`src/rtl/core/assert_macros.svh`:
```
// assertion helpers used by compact_int_decoder
`ifndef ASSERT_MACROS_SVH
`define ASSERT_MACROS_SVH

// same-cycle implication
`define CID_ASSERT_IMP(label, clk, rst_n, ante, cons) \
	label: assert property (@(posedge clk) disable iff (!(rst_n)) (ante) |-> (cons)) \
		else $error("%m: same-cycle check failed");

// next-cycle implication
`define CID_ASSERT_NXT(label, clk, rst_n, ante, cons) \
	label: assert property (@(posedge clk) disable iff (!(rst_n)) (ante) |=> (cons)) \
		else $error("%m: next-cycle check failed");

`endif

```
`src/rtl/core/cid_pkg.sv`:
```
package cid_pkg;

	localparam int unsigned QUEUE_DEPTH = 2;

	// encoded lengths in bytes
	localparam logic [2:0] LEN_1 = 3'd1;
	localparam logic [2:0] LEN_2 = 3'd2;
	localparam logic [2:0] LEN_4 = 3'd4;
	localparam logic [2:0] LEN_5 = 3'd5;

	// signed prefixes, upper nibble of the first byte
	localparam logic [3:0] SGN_FULL_NEG = 4'hF;
	localparam logic [3:0] SGN_FULL_POS = 4'hE;
	localparam logic [3:0] SGN_WORD_NEG = 4'hD;
	localparam logic [3:0] SGN_WORD_POS = 4'hC;

	// unsigned prefixes, upper three bits of the first byte
	localparam logic [2:0] UNS_FULL = 3'b111;
	localparam logic [2:0] UNS_WORD = 3'b110;

	typedef struct packed {
		logic [31:0] magnitude;
		logic        negate;
		logic [2:0]  length;
	} cid_entry_t;

	typedef struct packed {
		logic       valid;
		cid_entry_t entry;
	} cid_push_t;

	typedef struct packed {
		logic full;
		logic empty;
	} cid_qstat_t;

endpackage

```
`src/rtl/core/cid_in_if.sv`:
```
interface cid_in_if;
	logic       valid;
	logic       ready;
	logic [7:0] data_byte;
	logic       signed_kind;

	modport source (output valid, output data_byte, output signed_kind, input ready);
	modport sink (input valid, input data_byte, input signed_kind, output ready);
endinterface

```
`src/rtl/core/cid_out_if.sv`:
```
interface cid_out_if;
	logic        valid;
	logic        ready;
	logic [31:0] value_bits;
	logic [2:0]  byte_count;

	modport source (output valid, output value_bits, output byte_count, input ready);
	modport sink (input valid, input value_bits, input byte_count, output ready);
endinterface

```
`src/rtl/core/cid_front.sv`:
```
module cid_front (
	input  logic               clk,
	input  logic               arst_n,
	cid_in_if.sink             din,
	input  cid_pkg::cid_qstat_t qstat,
	output cid_pkg::cid_push_t  push
);
	import cid_pkg::*;

	logic [2:0]  bytes_left_q;
	logic [31:0] partial_q;
	logic        negate_q;
	logic [2:0]  total_q;

	logic        accept;
	logic [7:0]  b;
	logic [2:0]  cls_len;
	logic [31:0] cls_mag;
	logic        cls_neg;
	logic [31:0] shifted;

	assign din.ready = !qstat.full;
	assign accept    = din.valid && din.ready;
	assign b         = din.data_byte;
	assign shifted   = {partial_q[23:0], b};

	// first-byte classification
	always_comb begin
		cls_len = LEN_1;
		cls_mag = '0;
		cls_neg = 1'b0;
		if (din.signed_kind) begin
			case (b[7:4]) inside
				SGN_FULL_POS, SGN_FULL_NEG: begin
					cls_len = LEN_5;
					cls_mag = '0;
					cls_neg = b[4];
				end
				SGN_WORD_POS, SGN_WORD_NEG: begin
					cls_len = LEN_4;
					cls_mag = {28'd0, b[3:0]};
					cls_neg = b[4];
				end
				default: begin
					if (b[7]) begin
						cls_len = LEN_2;
						cls_mag = {27'd0, b[4:0]};
						cls_neg = b[5];
					end else begin
						cls_len = LEN_1;
						cls_mag = {26'd0, b[5:0]};
						cls_neg = b[6];
					end
				end
			endcase
		end else begin
			case (b[7:5]) inside
				UNS_FULL: begin
					cls_len = LEN_5;
					cls_mag = '0;
				end
				UNS_WORD: begin
					cls_len = LEN_4;
					cls_mag = {27'd0, b[4:0]};
				end
				default: begin
					if (b[7]) begin
						cls_len = LEN_2;
						cls_mag = {26'd0, b[5:0]};
					end else begin
						cls_len = LEN_1;
						cls_mag = {24'd0, b};
					end
				end
			endcase
		end
	end

	always_comb begin
		push = '0;
		if (bytes_left_q != 3'd0) begin
			push.valid            = accept && (bytes_left_q == 3'd1);
			push.entry.magnitude  = shifted;
			push.entry.negate     = negate_q;
			push.entry.length     = total_q;
		end else begin
			push.valid            = accept && (cls_len == LEN_1);
			push.entry.magnitude  = cls_mag;
			push.entry.negate     = cls_neg;
			push.entry.length     = cls_len;
		end
	end

	always_ff @(posedge clk or negedge arst_n) begin
		if (!arst_n) begin
			bytes_left_q <= '0;
			negate_q     <= 1'b0;
			total_q      <= '0;
		end else if (accept) begin
			if (bytes_left_q != 3'd0) begin
				bytes_left_q <= bytes_left_q - 3'd1;
			end else begin
				bytes_left_q <= cls_len - 3'd1;
				negate_q     <= cls_neg;
				total_q      <= cls_len;
			end
		end
	end

	always_ff @(posedge clk) begin
		if (accept) begin
			partial_q <= (bytes_left_q != 3'd0) ? shifted : cls_mag;
		end
	end

endmodule

```
`src/rtl/core/cid_queue.sv`:
```
module cid_queue #(
	parameter int unsigned Depth = cid_pkg::QUEUE_DEPTH
) (
	input  logic                clk,
	input  logic                arst_n,
	input  cid_pkg::cid_push_t  push,
	input  logic                pop,
	output cid_pkg::cid_entry_t head,
	output cid_pkg::cid_qstat_t qstat
);
	import cid_pkg::*;

	localparam int unsigned PtrW = (Depth > 1) ? $clog2(Depth) : 1;
	localparam int unsigned CntW = $clog2(Depth + 1);
	localparam logic [PtrW-1:0] LastPtr = PtrW'(Depth - 1);

	cid_entry_t            entries_q [Depth];
	logic [PtrW-1:0]       wr_ptr_q;
	logic [PtrW-1:0]       rd_ptr_q;
	logic [CntW-1:0]       count_q;
	logic                  do_push;
	logic                  do_pop;

	assign qstat.full  = (count_q == CntW'(Depth));
	assign qstat.empty = (count_q == '0);
	assign do_push     = push.valid && !qstat.full;
	assign do_pop      = pop && !qstat.empty;
	assign head        = entries_q[rd_ptr_q];

	always_ff @(posedge clk or negedge arst_n) begin
		if (!arst_n) begin
			wr_ptr_q <= '0;
			rd_ptr_q <= '0;
			count_q  <= '0;
		end else begin
			if (do_push) begin
				wr_ptr_q <= (wr_ptr_q == LastPtr) ? '0 : wr_ptr_q + PtrW'(1);
			end
			if (do_pop) begin
				rd_ptr_q <= (rd_ptr_q == LastPtr) ? '0 : rd_ptr_q + PtrW'(1);
			end
			if (do_push && !do_pop) begin
				count_q <= count_q + CntW'(1);
			end else if (do_pop && !do_push) begin
				count_q <= count_q - CntW'(1);
			end
		end
	end

	always_ff @(posedge clk) begin
		if (do_push) begin
			entries_q[wr_ptr_q] <= push.entry;
		end
	end

endmodule

```
`src/rtl/core/cid_back.sv`:
```
module cid_back (
	input  logic                clk,
	input  logic                arst_n,
	input  cid_pkg::cid_entry_t head,
	input  cid_pkg::cid_qstat_t qstat,
	output logic                pop,
	cid_out_if.source           dout
);
	import cid_pkg::*;

	logic        valid_q;
	logic [31:0] value_q;
	logic [2:0]  count_q;
	logic [31:0] result;

	assign result = head.negate ? (32'd0 - head.magnitude) : head.magnitude;
	assign pop    = !qstat.empty && (!valid_q || dout.ready);

	always_ff @(posedge clk or negedge arst_n) begin
		if (!arst_n) begin
			valid_q <= 1'b0;
		end else if (!valid_q || dout.ready) begin
			valid_q <= !qstat.empty;
		end
	end

	always_ff @(posedge clk) begin
		if (pop) begin
			value_q <= result;
			count_q <= head.length;
		end
	end

	assign dout.valid      = valid_q;
	assign dout.value_bits = value_q;
	assign dout.byte_count = count_q;

endmodule

```
`src/rtl/core/compact_int_decoder.sv`:
```
// compact_int_decoder: prefix-coded 32-bit integer decoder
//
// din carries one byte of the stream per request (data_byte) and the coding
// of the value (signed_kind), looked at only on a value's first byte. dout
// carries one request per finished value: value_bits in two's complement and
// byte_count, the 1, 2, 4 or 5 bytes that the value used.
// Both channels use valid/ready; a request moves when both are high.
// Throughput: one byte per cycle while the queue is not full, set by the byte
// assembler in the front end. The edge that takes a value's last byte writes
// it into the queue; from there it is loaded into the output register once
// that register is empty or dout.ready is high.
// Reset clears the assembler, the queue and the output valid; the block takes
// bytes as soon as reset is released.
// When dout stalls, finished values collect in the queue (QueueDepth entries)
// behind the output register; din.ready drops only while the queue is full.
`include "assert_macros.svh"

module compact_int_decoder #(
	parameter int unsigned QueueDepth = cid_pkg::QUEUE_DEPTH
) (
	input  logic      clk,
	input  logic      arst_n,
	cid_in_if.sink    din,
	cid_out_if.source dout
);
	import cid_pkg::*;

	cid_push_t  push;
	cid_qstat_t qstat;
	cid_entry_t head;
	logic       pop;
	logic       len_ok;

	cid_front u_front (
		.clk    (clk),
		.arst_n (arst_n),
		.din    (din),
		.qstat  (qstat),
		.push   (push)
	);

	cid_queue #(
		.Depth (QueueDepth)
	) u_queue (
		.clk    (clk),
		.arst_n (arst_n),
		.push   (push),
		.pop    (pop),
		.head   (head),
		.qstat  (qstat)
	);

	cid_back u_back (
		.clk    (clk),
		.arst_n (arst_n),
		.head   (head),
		.qstat  (qstat),
		.pop    (pop),
		.dout   (dout)
	);

	assign len_ok = (dout.byte_count == LEN_1) || (dout.byte_count == LEN_2)
		|| (dout.byte_count == LEN_4) || (dout.byte_count == LEN_5);

	`CID_ASSERT_IMP(a_no_push_full, clk, arst_n, push.valid, !qstat.full)
	`CID_ASSERT_IMP(a_count_legal, clk, arst_n, dout.valid, len_ok)
	`CID_ASSERT_NXT(a_queue_drains, clk, arst_n, !qstat.empty && !dout.valid, dout.valid)

endmodule

```
`src/flat_wrapper.sv`:
```
// flat-port wrapper written by rule: the top's interface ports become plain ports
module compact_int_decoder_flat import cid_pkg::*;
#(
	parameter int unsigned QueueDepth = cid_pkg::QUEUE_DEPTH
)
  (clk, arst_n, din_valid, din_data_byte, din_signed_kind, din_ready, dout_valid, dout_value_bits, dout_byte_count, dout_ready);
  cid_in_if din_i ();
  cid_out_if dout_i ();
  input  logic clk;
  input  logic arst_n;
  input wire logic [$bits(din_i.valid)-1:0] din_valid;
  input wire logic [$bits(din_i.data_byte)-1:0] din_data_byte;
  input wire logic [$bits(din_i.signed_kind)-1:0] din_signed_kind;
  output wire logic [$bits(din_i.ready)-1:0] din_ready;
  output wire logic [$bits(dout_i.valid)-1:0] dout_valid;
  output wire logic [$bits(dout_i.value_bits)-1:0] dout_value_bits;
  output wire logic [$bits(dout_i.byte_count)-1:0] dout_byte_count;
  input wire logic [$bits(dout_i.ready)-1:0] dout_ready;
  assign din_i.valid = din_valid;
  assign din_i.data_byte = din_data_byte;
  assign din_i.signed_kind = din_signed_kind;
  assign din_ready = din_i.ready;
  assign dout_valid = dout_i.valid;
  assign dout_value_bits = dout_i.value_bits;
  assign dout_byte_count = dout_i.byte_count;
  assign dout_i.ready = dout_ready;
  compact_int_decoder #(.QueueDepth(QueueDepth)) u_core (.clk(clk), .arst_n(arst_n), .din(din_i), .dout(dout_i));
endmodule
```
`config.mk`:
```
export PLATFORM = sky130hd
export DESIGN_NAME = compact_int_decoder_flat
export DESIGN_NICKNAME = d
export VERILOG_FILES = /design/src/rtl/core/cid_pkg.sv /design/src/rtl/core/cid_in_if.sv /design/src/rtl/core/cid_out_if.sv /design/src/rtl/core/cid_front.sv /design/src/rtl/core/cid_queue.sv /design/src/rtl/core/cid_back.sv /design/src/rtl/core/compact_int_decoder.sv /design/src/flat_wrapper.sv
export VERILOG_INCLUDE_DIRS = /design/src /design/src/rtl/core
export SDC_FILE = /design/constraint.sdc
export NUM_CORES = 1
export LEC_CHECK = 0
export BUFFER_PORTS_ARGS = -buffer_cell sky130_fd_sc_hd__buf_4
export CAP_MARGIN = 20
export CORE_UTILIZATION = 60
export DETAILED_ROUTE_END_ITERATION = 7
export MAX_ROUTING_LAYER = met4
export PLACE_DENSITY = 0.81
export SYNTH_ARGS = -nofsm -noshare
export SYNTH_HDL_FRONTEND = slang
export SYNTH_SLANG_ARGS = --single-unit
```
`constraint.sdc`:
```
create_clock -name clk -period 6.75 [get_ports clk]
set_input_delay 0.675 -clock clk [delete_from_list [all_inputs] [get_ports clk]]
set_output_delay 0.675 -clock clk [all_outputs]
set_load 0.02 [all_outputs]
```
Word-level counts from Yosys, hierarchy flattened:

Memory sizes are Yosys's and may differ from the RTL's.
Index checks and enable logic that the tools add are counted.

* register bits after elaboration: 71
* RAM bits: 72
* memories kept: 1

Memories
* u_core.u_queue.entries_q: words 2, width 36, read ports 1, clocked after Yosys merged registers in 0, wr ports 1, line cid_queue.sv:17 `cid_entry_t entries_q [Depth];`

* $add $sub $neg: 7
* eq/ne operators: 9
* mux-type cells: 27
* bitwise gates (word level): 1
* reductions and logical operators: 20

Operator list (count)
* 32-bit two-way mux: 4
* 37-bit two-way mux: 1
* 1-bit by 32-bit subtractor with 32-bit output (first input constant): 1
* 24-bit two-way mux: 1
* 7-bit two-way mux: 3
* 3-bit two-way mux: 6
* 4-bit == test (second input constant): 4
* 1-bit logical AND: 8
* 1-bit two-way mux: 8
* 3-bit by 1-bit == test with 1-bit output (second input constant): 2
* 3-bit == test (second input constant): 2
* 2-bit two-way mux: 3
* 6-bit two-way mux: 1
* 3-bit by 1-bit subtractor with 3-bit output (second input constant): 2
* 1-bit zero test: 5
* 2-bit OR reduction: 2
* 3-bit nonzero test: 1
* 1-bit adder (second input constant): 2
* 2-bit by 1-bit adder with 2-bit output (second input constant): 1
* 2-bit == test (second input constant): 1
* 2-bit zero test: 1
* 2-bit AND reduction: 1
* 2-bit nonzero test: 1
* 2-bit by 1-bit subtractor with 2-bit output (second input constant): 1
* other kinds (2): 2

Depth between registers and ports, before layout:

Gate-level depths: netlist of run 1.

* depth in word-level cells: 13
* gate-level depth with buffers: 11

Hierarchy:

From an unflattened synthesis of run 1, not the netlist that was laid out.

* cell total of the unflattened synthesis: 410
* area, all modules: 6347.3 um^2

Modules (own cells, without submodules)
* cid_queue: instances 1, cells each 131, area an instance 2944.1 um^2, sequential area each 2262.2 um^2
* cid_back: instances 1, cells each 133, area an instance 1810.5 um^2, sequential area each 1076.0 um^2
* cid_front: instances 1, cells each 146, area an instance 1592.8 um^2, sequential area each 895.9 um^2

Worst setup path before layout of run 1:

OpenSTA, ideal clock, no wires.

* kind: input-to-reg
* start: in din_data_byte[6]
* end: mem u_core.u_queue.entries_q[0][0] (netlist name) (enable)
* setup time: 0.519 ns
* arrival time: 4.510 ns
* required time: 6.231 ns
* slack: 1.721 ns
* stages on the path: 4
* buffers on the path: 0
* path through: nand2b_1 -> ha_1 -> a31oi_1 -> nor4_1

* longest elaborated chain between the ends: 11

RTL lines
* start: declaration: line flat_wrapper.sv:12 `input wire logic [$bits(din_i.data_byte)-1:0] din_data_byte;`
* 4-bit == test (no source line)
* 2-bit OR reduction: line cid_front.sv:33 `case (b[7:4]) inside`
* 3-bit two-way mux (2 in series): line cid_front.sv:33
* 3-bit two-way mux (*): line cid_front.sv:32 `if (din.signed_kind) begin`
* 3-bit by 1-bit == test with 1-bit output (*): line cid_front.sv:87 `push.valid = accept && (cls_len == LEN_1);`
* 1-bit logical AND (*): line cid_front.sv:87
* 37-bit two-way mux (*): line cid_front.sv:81 `if (bytes_left_q != 3'd0) begin`
* 1-bit logical AND (*): line cid_queue.sv:26 `assign do_push = push.valid && !qstat.full;`
* 1-bit two-way mux (*): line cid_queue.sv:51 `if (do_push) begin`
* 1-bit two-way mux (implied by the code) (*): line cid_queue.sv:52 `entries_q[wr_ptr_q] <= push.entry;`
* end: declaration: line cid_queue.sv:17

Every way passes the cells marked *; elsewhere a longest branch is shown, timed or not.

Worst setup path after layout of run 1:

* start: reg u_core.u_queue.rd_ptr_q
* end: reg u_core.u_back.value_q[30] (netlist: u_core.u_back.dout.value_bits[30]) (data pin)

* longest elaborated chain between the ends: 3

RTL lines
* start: declaration: line cid_queue.sv:19 `logic [PtrW-1:0] rd_ptr_q;`
* start signal: assignment: line cid_queue.sv:40 `rd_ptr_q <= (rd_ptr_q == LastPtr) ? '0 : rd_ptr_q + PtrW'(1);`
* memory read 2 x 36 bit (*)
* 1-bit by 32-bit subtractor with 32-bit output: line cid_back.sv:16 `assign result = head.negate ? (32'd0 - head.magnitude) : head.magnitude;`
* 32-bit two-way mux (*): line cid_back.sv:16
* named net u_core.u_back.result[30]: line cid_back.sv:14 `logic [31:0] result;`
* end signal: assignment: line cid_back.sv:29 `value_q <= result;`
* end: declaration: line cid_back.sv:12 `logic [31:0] value_q;`

Mark *: on every way through the listed nets, which the timed path passes. The rest lies on a longest branch.
A chain may end at the register's enable or synchronous reset.

==> out/qor.yml, run 1 <==
drive_gt1_frac: 0.187
synth_edf_count: 131
slew_violations: 0
yosysWarningCount: 0
worst_setup_path_end_kind: "flop"
rows: 37
synthTopCellsByArea: "edfxtp_1, mux2i_1, dfrtp_1, and2_1, xnor2_1"
postSynthCellCount: 457
grt_usage: 0.232
holdWs_ns: 0.419
min_path_type: "in2reg"
fin_setup_tns_ns: 0
grt_overflow: 0
gp_congestion: 0.900
place_hpwl_mm: 7.83
drt_iter0_markers: 213
ant_nets: 0
clockBufferDepth: 2
clk_pin_slew_ns: 0.06
power_leakage_nw: 2.76
powerDensity_nw_per_um2: 463
finClkSkew_ns: 0.00891
grt_max_degree: 61
critPathMaxFanout: 60
area_growth_pct: 18.3
critical_path_class: "reg2reg"
crit_required_ns: 7.01
syn-num-nets: 477
antenna_cells: 0
hold_viol_final: 0
io_buffers: 49
dieArea_um2: 11000
ir_drop_v: 0.000214
htreeDepth: 4
first_global_vias: 3632
via_per_inst: 5.74
die_h_um: 105
synthArstFlopShare: 0.0839
clk_latency_ns: 0.53
cts_tree: "built"
synth_top_area_cell: "edfxtp_1"
grt_pass1_wl_mm: 18.3
vias: 3814
cts_buffers: 17
rsz0062_at_grt: "false"
synth_area_um2: 6320
outcome: "finished clean"
core_um2: 10300
die_x_um: 105
start_util: 0.615
ios: 50
wirelength_mm: 11.7
antenna_found_initial: 0
first_pass_iters: 7
max_slew_margin: 0.262
ys_seq_area_frac: 0.669
syn-mean-instance-area_um2: 13.8
route.detailed.drc: 0
tightest_slew_ns: 1.11
cts_resized: 0
synth_top_area_frac: 0.622
setup_viol: 0
crit_arrival_ns: 3.68
fmax_mhz: 292
synth_ff_type: "edfxtp_1"
period_needed_ns: 3.42
cts-root-buf: "clkbuf_8"
wire_per_inst_um: 17.6
cap_violations: 0
period_share: 0.507
cp-start-kind: "flop"
clock-sinks: 143
fin_nets: 536
ys_ff_latch: 143
ys_types: 47
## cells in the mapped netlist (2+ instances only)
| cell | n |
|---|---|
| a31oi_1 | 8 |
| mux2_2 | 5 |
| nor4_1 | 4 |
| nor3b_1 | 5 |
| or3_1 | 4 |
| nor2b_1 | 3 |
| nor2_1 | 26 |
| o211ai_1 | 2 |
| a21oi_1 | 16 |
| o31ai_1 | 5 |
| nor3_1 | 13 |
| clkbuf_1 | 8 |
| mux2i_1 | 31 |
| dfrtp_1 | 12 |
| or4b_1 | 2 |
| edfxtp_1 | 131 |
| and2_1 | 47 |
| nand2_1 | 25 |
| buf_2 | 6 |
| o21ai_0 | 22 |
| inv_1 | 8 |
| xor2_1 | 15 |
| ha_1 | 7 |
| a21o_1 | 2 |
| xnor2_1 | 21 |
| nand2b_1 | 6 |
| o21a_1 | 3 |
## cell usage in the layout (no fill, tap or decap), types with 2 or more instances in the layout
cell type     n
edfxtp_1    131
buf_4        55
and2_1       47
mux2i_1      31
nor2_1       26
nand2_1      25
o21ai_0      22
xnor2_1      21
a21oi_1      16
clkbuf_16    16
xor2_1       15
nor3_1       13
dfrtp_1      11
inv_1         8
a31oi_1       8
ha_1          7
nand2b_1      6
mux2_2        5
nor3b_1       5
o31ai_1       5
bufinv_16     5
or3_1         4
clkinv_4      4
nor2b_1       3
o21a_1        3
nor4_1        3
clkinv_2      3
o211ai_1      2
a21o_1        2
or4b_1        2
clkinvlp_4    2
## cell type report
class	count	area (um^2)
inverter	8	30.0
timing repair buffer	56	423
tap	136	170
fill	649	2790
multi-input combinational	290	1990
clock buffer	17	414
clock inverter	15	219
sequential	143	4240
## per-layer routing
layer	up-vias	global-route usage	wire (um)
met5	-	-	0
met4	0	0.0946	176
met3	17	0.0630	712
met2	153	0.360	5750
met1	1840	0.292	5070
li1	1804	-	-
## critical path: stages (launching register included)
cell	delay, ns
dfrtp_2	0.70
buf_4	0.62
or3b_2	0.53
a22o_1	0.25
nor4b_2	0.62
a41oi_1	0.24
xnor2_1	0.19
## timing repair
item                      4_1_cts  5_1_grt
setup buffers                   0        0
hold endpoints to repair       12        0
hold buffers                    1        0
## stage by stage
step | instance area (um^2) | setup slack (ns) | power [mW] | instances | util
6_report | 7480 | 3.33 | 3.47 | 665 | 0.728
5_1_grt | 7480 | 3.08 | 3.62 | 665 | 0.728
4_1_cts | 7480 | 3.33 | 3.48 | 665 | 0.728
3_5_place_dp | 6840 | 3.35 | 2.49 | 632 | 0.666
3_3_place_gp | 6840 | 3.46 | 2.45 | 632 | 0.666
2_1_floorplan | 6320 | 1.72 | 2.17 | 457 | -
## cell families (layout without fill, tap and decap cells)
group	Yosys count	after routing	share of synthesized area
and+or+nand+nor	143	143	0.126
DFF	143	143	0.669
muxes	36	36	0.0580
buffers and inverters	24	96	0.0166
AOI/OAI and AO/OA	68	68	0.0665
adders and majority gates	7	7	0.0138
xor gates and xnor gates	36	36	0.0499
## flip-flops by register name, indices dropped and copies added, names as in the netlist
name                           flops
u_core.u_queue.entries_q          72
u_core.u_back.dout.value_bits     32
u_core.u_front.partial_q          24
u_core.u_back.dout.byte_count      3
u_core.u_front.bytes_left_q        3
u_core.u_front.total_q             3
u_core.u_queue.count_q             2
u_core.u_back.dout.valid           1
u_core.u_front.negate_q            1
u_core.u_queue.rd_ptr_q            1
u_core.u_queue.wr_ptr_q            1
## path summary, 6_finish.rpt
path                                              start  cells past startpoint                                 to  slack, ns
min in group asynchronous                        arst_n                      2            u_core.u_queue.wr_ptr_q       0.52
worst min-delay path                         dout_ready                      3           u_core.u_back.dout.valid       0.42
worst min register to register  u_core.u_front.negate_q                      2            u_core.u_front.negate_q       0.49
worst max register to register  u_core.u_queue.rd_ptr_q                      6  u_core.u_back.dout.value_bits[30]       3.33
worst max-delay path            u_core.u_queue.rd_ptr_q                      6  u_core.u_back.dout.value_bits[30]       3.33
max in group asynchronous                        arst_n                      2            u_core.u_queue.rd_ptr_q       6.05
## power breakdown
group / internal (mW) / switching [mW] / leakage [nW]
Combinational: 0.432 / 0.613 / 1.08
Clock: 0.635 / 0.349 / 0.305
Sequential: 1.32 / 0.116 / 1.37
No activity file was read; power rests on OpenSTA's default activity.
==> run 2, diff against run 1 <==
Clock period 6.75 ns to 3.2 ns, I/O delays scaled along.
==> run 2 against run 1 <==
Clock skew grew 0.0024 ns; worst setup slack worse by 3.0 ns; combinational power is 110% higher; maximum frequency is 21% higher; utilization up 0.27 points; cell count grew 0.60%; first-iteration DRC count is 12% higher; sequential cell count stayed put; routed wire length decreased by 3.0%; die area did not move; cell area up 0.37%.
==> out/qor.yml, run 2 (synthesis gave the netlist of run 1 again) <==
grt_pass1_wl_mm: 18.0
drive_gt1_frac: 0.195
area_growth_pct: 18.8
die_x_um: 105
hold_viol_final: 0
switching_power_mw: 2.32
cts_buffers: 17
clk_latency_ns: 0.52
slew_violations: 0
grt_usage: 0.225
critical-path-top-delay-family: "compound AO/OA/AOI/OAI gates"
power_leakage_nw: 2.79
min_path_type: "in2reg"
cp-start-kind: "flop"
fill_cells: 627
die_h_um: 105
rows: 37
powerDensity_nw_per_um2: 966
via_per_inst: 5.72
place_area_um2: 6890
p_int_mw: 4.93
crit_slowest_cell: "dfrtp_2"
final_common_cell: "edfxtp_1"
cts_setup_buffers: 0
fin_cells: 669
fmax_mhz: 352
dpl.cell_count: 636
crit_arrival_ns: 3.09
clock-sinks: 143
place_hpwl_mm: 7.87
io_buffers: 49
cts_tree: "built"
outcome: "finished clean"
multiInputGateArea_um2: 2010
critPathMaxFanout: 24
grt_overflow: 0
antenna_cells: 0
ant_nets: 0
worst-path-buf-inv: 0
crit_chain: "or3b_2, a222oi_1, nand4b_2, o31ai_1, xor2_1"
first_global_vias: 3655
finClkSkew_ns: 0.0113
fin_setup_tns_ns: 0
regArea_um2: 4240
drt_iter0_markers: 239
htreeDepth: 4
gp_congestion: 0.865
fin_area_um2: 7510
seqPwrFrac: 0.417
wire_per_inst_um: 17.0
period_needed_ns: 2.84
first_pass_iters: 5
setup_viol: 0
tightest_slew_ns: 0.713
layout_common_cells: "edfxtp_1, buf_4, and2_1"
dieArea_um2: 11000
swShare: 0.320
route.detailed.drc: 0
grt_max_degree: 43
cts-root-buf: "clkbuf_8"
start_util: 0.615
clock_power_share: 0.276
rsz0062_at_grt: "false"
ios: 50
period_share: 0.887
core_um2: 10300
combPwrFrac: 0.307
cts_resized: 0
largest_register: "u_core.u_queue.entries_q"
worst_setup_path_end_kind: "flop"
largest_reg_flops: 72
cpPeakStageDelay_ns: 0.65
antenna_found_initial: 0
clk_pin_slew_ns: 0.07
cap_violations: 0
fin_nets: 540
vias: 3829
clockBufferDepth: 2
ir_drop_v: 0.000468
crit_required_ns: 3.46
max_slew_margin: 0.524
ctsHoldBuffers: 1
critical_path_class: "reg2reg"
wirelength_mm: 11.4
run 2: cell count changes in the layout (fill, tap and decap cells not counted), sizes merged:
cell / previous run / this run
buf: 55 / 59
bufinv: 5 / 3
clkinv: 8 / 4
clkinvlp: 2 / 0
inv: 8 / 16
run 2: final cells by class:
class                      instances  share of cell area
multi-input combinational        290               0.268
sequential                       143               0.564
clock buffer                      17              0.0551
timing repair buffer              60              0.0603
inverter                           8             0.00400
tap                              136              0.0227
clock inverter                    15              0.0265
run 2: through the flow:
step | total power [mW] | worst slack (ns) | util | hold slack (ns)
after floorplan | 4.58 | 0.0600 | - | 0.0244
after global placement | 5.19 | 0.507 | 0.670 | 0.172
after detailed placement | 5.28 | 0.392 | 0.670 | 0.170
after CTS | 7.30 | 0.374 | 0.731 | 0.0537
after global routing | 7.60 | 0.222 | 0.731 | 0.0659
final | 7.25 | 0.361 | 0.731 | 0.0836
run 2: final timing paths:
kind / startpoint / to / slack [ns] / depth (start not counted)
setup / recovery: u_core.u_queue.rd_ptr_q / u_core.u_back.dout.value_bits[29] / 0.36 / 5
hold / removal: dout_ready / u_core.u_back.dout.valid / 0.08 / 3
setup reg to reg: u_core.u_queue.rd_ptr_q / u_core.u_back.dout.value_bits[29] / 0.36 / 5
hold reg to reg: u_core.u_front.total_q[2] / u_core.u_front.total_q[2] / 0.50 / 2
max in group asynchronous: arst_n / u_core.u_queue.rd_ptr_q / 2.85 / 2
min in group asynchronous: arst_n / u_core.u_back.dout.valid / 0.18 / 2
run 2: per-layer routing:
layer  share of wire  global-route usage
met5               0                   -
met4           0.027               0.111
met3           0.064              0.0536
met2            0.48               0.335
met1            0.43               0.294
run 2: power by group through the flow:
| stage | logic (mW) | registers (mW) | clock network, mW |
|---|---|---|---|
| global route | 2.41 | 3.07 | 2.12 |
| detailed placement | 2.22 | 3.06 | 0 |
| CTS | 2.24 | 3.03 | 2.03 |
| finish | 2.22 | 3.02 | 2.01 |
| global placement | 2.16 | 3.03 | 0 |
| floorplan | 1.29 | 3.29 | 0 |
run 2: worst reg2reg max path, stage by stage (launching register included):
cell and delay, ns:
dfrtp_2 0.65, or3b_2 0.52, a222oi_1 0.63, nand4b_2 0.31
o31ai_1 0.37, xor2_1 0.10
==> run 3, diff against run 2 <==
Settings changed: SYNTH_HIERARCHICAL set to 1.
Clock period 3.2 ns to 3.3 ns, I/O delays scaled along.
==> run 3 against run 2 <==
Synthesized cell count down 10%; synthesized area is 0.36% higher; die area increased by 0.35%; sequential share of layout area increased by 0.55 points; combinational power is 9.5% higher; worst setup slack got worse by 0.17 ns; cell area decreased by 0.97%; largest cell class unchanged.
==> out/qor.yml, run 3 <==
outcome: "finished clean"
antenna_cells: 0
ctsHoldBuffers: 2
fin_setup_tns_ns: 0
clock-sinks: 143
wirelength_mm: 10.4
cts-root-buf: "clkbuf_8"
synth_ff_type: "edfxtp_1"
fin_nets: 493
r2r_slack_ns: 0.19
clk_pin_slew_ns: 0.06
io_buffers: 49
setup_viol: 0
wire_per_inst_um: 16.7
synth.most_common_cell: "edfxtp_1"
grt_max_degree: 56
timing.rr.start: "u_core/u_queue/rd_ptr_q"
dpl.cell_count: 588
worstSetupEndpoint: "u_core/u_back/dout.value_bits[24]"
largest_reg_flops: 72
synth_top_area_cell: "edfxtp_1"
cts_setup_buffers: 0
multiInputGateArea_um2: 1950
synth_top_area_frac: 0.620
power_mw: 7.28
ios: 50
startpoint: "u_core/u_queue/rd_ptr_q"
ys_types: 47
place_hpwl_mm: 6.58
ys_seq_area_frac: 0.667
synthArstFlopShare: 0.0839
max_slew_margin: 0.546
clockBufferDepth: 2
first_global_vias: 3230
layout_common_cells: "edfxtp_1, buf_4, and2_1"
grt_overflow: 0
first_pass_iters: 5
period_needed_ns: 3.11
fin_cells: 622
combPwrFrac: 0.334
postSynthCellCount: 410
syn-num-nets: 430
critPathMaxFanout: 16
holdPathStages: 3
fmax_mhz: 321
rr_worst_depth: 6
critical_path_class: "reg2reg"
area_growth_pct: 17.2
cts_tree: "built"
worst_setup_path_end_kind: "flop"
r2r_end: "u_core/u_back/dout.value_bits[24]"
clock_power_share: 0.259
power_leakage_nw: 2.75
synth_area_um2: 6350
vias: 3468
fill_cells: 640
cp-start-kind: "flop"
synth_edf_count: 131
regArea_um2: 4240
htreeDepth: 4
crit_required_ns: 3.56
die_x_um: 105
grt_pass1_wl_mm: 16.5
drive_gt1_frac: 0.270
clk_latency_ns: 0.52
ys_ff_latch: 143
hold_viol_final: 0
swShare: 0.307
tightest_slew_ns: 0.675
yosysWarningCount: 6
ir_drop_v: 0.000599
switching_power_mw: 2.24
seqPwrFrac: 0.407
synthTopCellsByCount: "edfxtp_1, and2_1, xnor2_1, mux2_4, nand2_1"
ant_nets: 0
via_per_inst: 5.58
post-place-ws_ns: 0.239
cap_violations: 0
cts_buffers: 17
slew_violations: 0
start_util: 0.618
crit_arrival_ns: 3.37
gp_congestion: 0.826
rows: 37
core_um2: 10300
dieArea_um2: 11000
finClkSkew_ns: 0.00785
final_common_cell: "edfxtp_1"
largest_register: "u_core/u_queue/entries_q"
grt_usage: 0.209
rsz0062_at_grt: "false"
cts_resized: 0
drt_iter0_markers: 273
period_share: 0.944
syn-mean-instance-area_um2: 15.5
antenna_found_initial: 0
route.detailed.drc: 0
die_h_um: 105
synthTopCellsByArea: "edfxtp_1, mux2_4, dfrtp_1, and2_1, xnor2_1"
p_int_mw: 5.04
setup_ws_ns: 0.186
min_path_type: "in2reg"
powerDensity_nw_per_um2: 979
## run 3: cell count changes after synthesis, moves of 6 or more
cell and change:
nor2_1 -18, mux2_4 +29, clkbuf_1 -6, xor2_1 -13, a31oi_1 -6, mux2i_1 -31, xnor2_1 +12, nor3_1 -8
o41ai_1 +7, o31ai_1 +7, a21oi_1 -14, nand2_1 -6
## run 3: layout make-up
type                       count  share of cell area
timing repair buffer          59              0.0602
clock buffer                  17              0.0557
multi-input combinational    240               0.262
inverter                      12             0.00606
sequential                   143               0.569
clock inverter                15              0.0235
tap                          136              0.0229
## run 3: worst min-delay path by stage
stage                               start                   endpoint
after global routing      din_signed_kind    u_core/u_front/negate_q
after detailed placement           arst_n  u_core/u_front/total_q[1]
after global placement             arst_n  u_core/u_front/total_q[1]
after floorplan                    arst_n   u_core/u_back/dout.valid
after CTS                 din_signed_kind    u_core/u_front/negate_q
final                     din_signed_kind    u_core/u_front/negate_q
## run 3: cells by family (layout without fill, tap and decap cells)
logic type	Yosys count	after routing	share of synthesized area
compound gates	50	50	0.0576
xor+xnor	35	35	0.0483
buf+inv	27	103	0.0278
mux	36	36	0.0810
fa+ha+maj	7	7	0.0138
simple gates	112	112	0.104
flops	143	143	0.667
## run 3: metrics by stage
step           cell area [um^2]   util  hold WS (ns)
3_5_place_dp               6830  0.664         0.189
3_3_place_gp               6830  0.664         0.185
6_report                   7440  0.724        0.0973
5_1_grt                    7440  0.724         0.103
2_1_floorplan              6350      -        0.0344
4_1_cts                    7440  0.724        0.0722
## run 3: power groups by stage
stage               clock network (mW)  registers, mW  logic [mW]
finish                            1.89           2.96        2.43
global route                      1.98           3.01        2.63
CTS                               1.91           2.97        2.45
detailed placement                   0           3.00        2.42
global placement                     0           2.98        2.34
floorplan                            0           3.22        1.55
## run 3: per-layer routing
| metal | up-vias | part of all wire | GRT usage |
|---|---|---|---|
| met5 | - | 0 | - |
| met3 | 6 | 0.063 | 0.0667 |
| met4 | 0 | 0.0077 | 0.0704 |
| met1 | 1681 | 0.43 | 0.261 |
| li1 | 1653 | - | - |
| met2 | 128 | 0.50 | 0.325 |
## run 3: critical path, cell delays in order (launching register included)
cell	delay, ns
dfrtp_2	0.64
buf_4	0.30
mux2_4	0.34
nor4_1	0.61
nand2_1	0.40
o31ai_1	0.43
xnor2_1	0.12
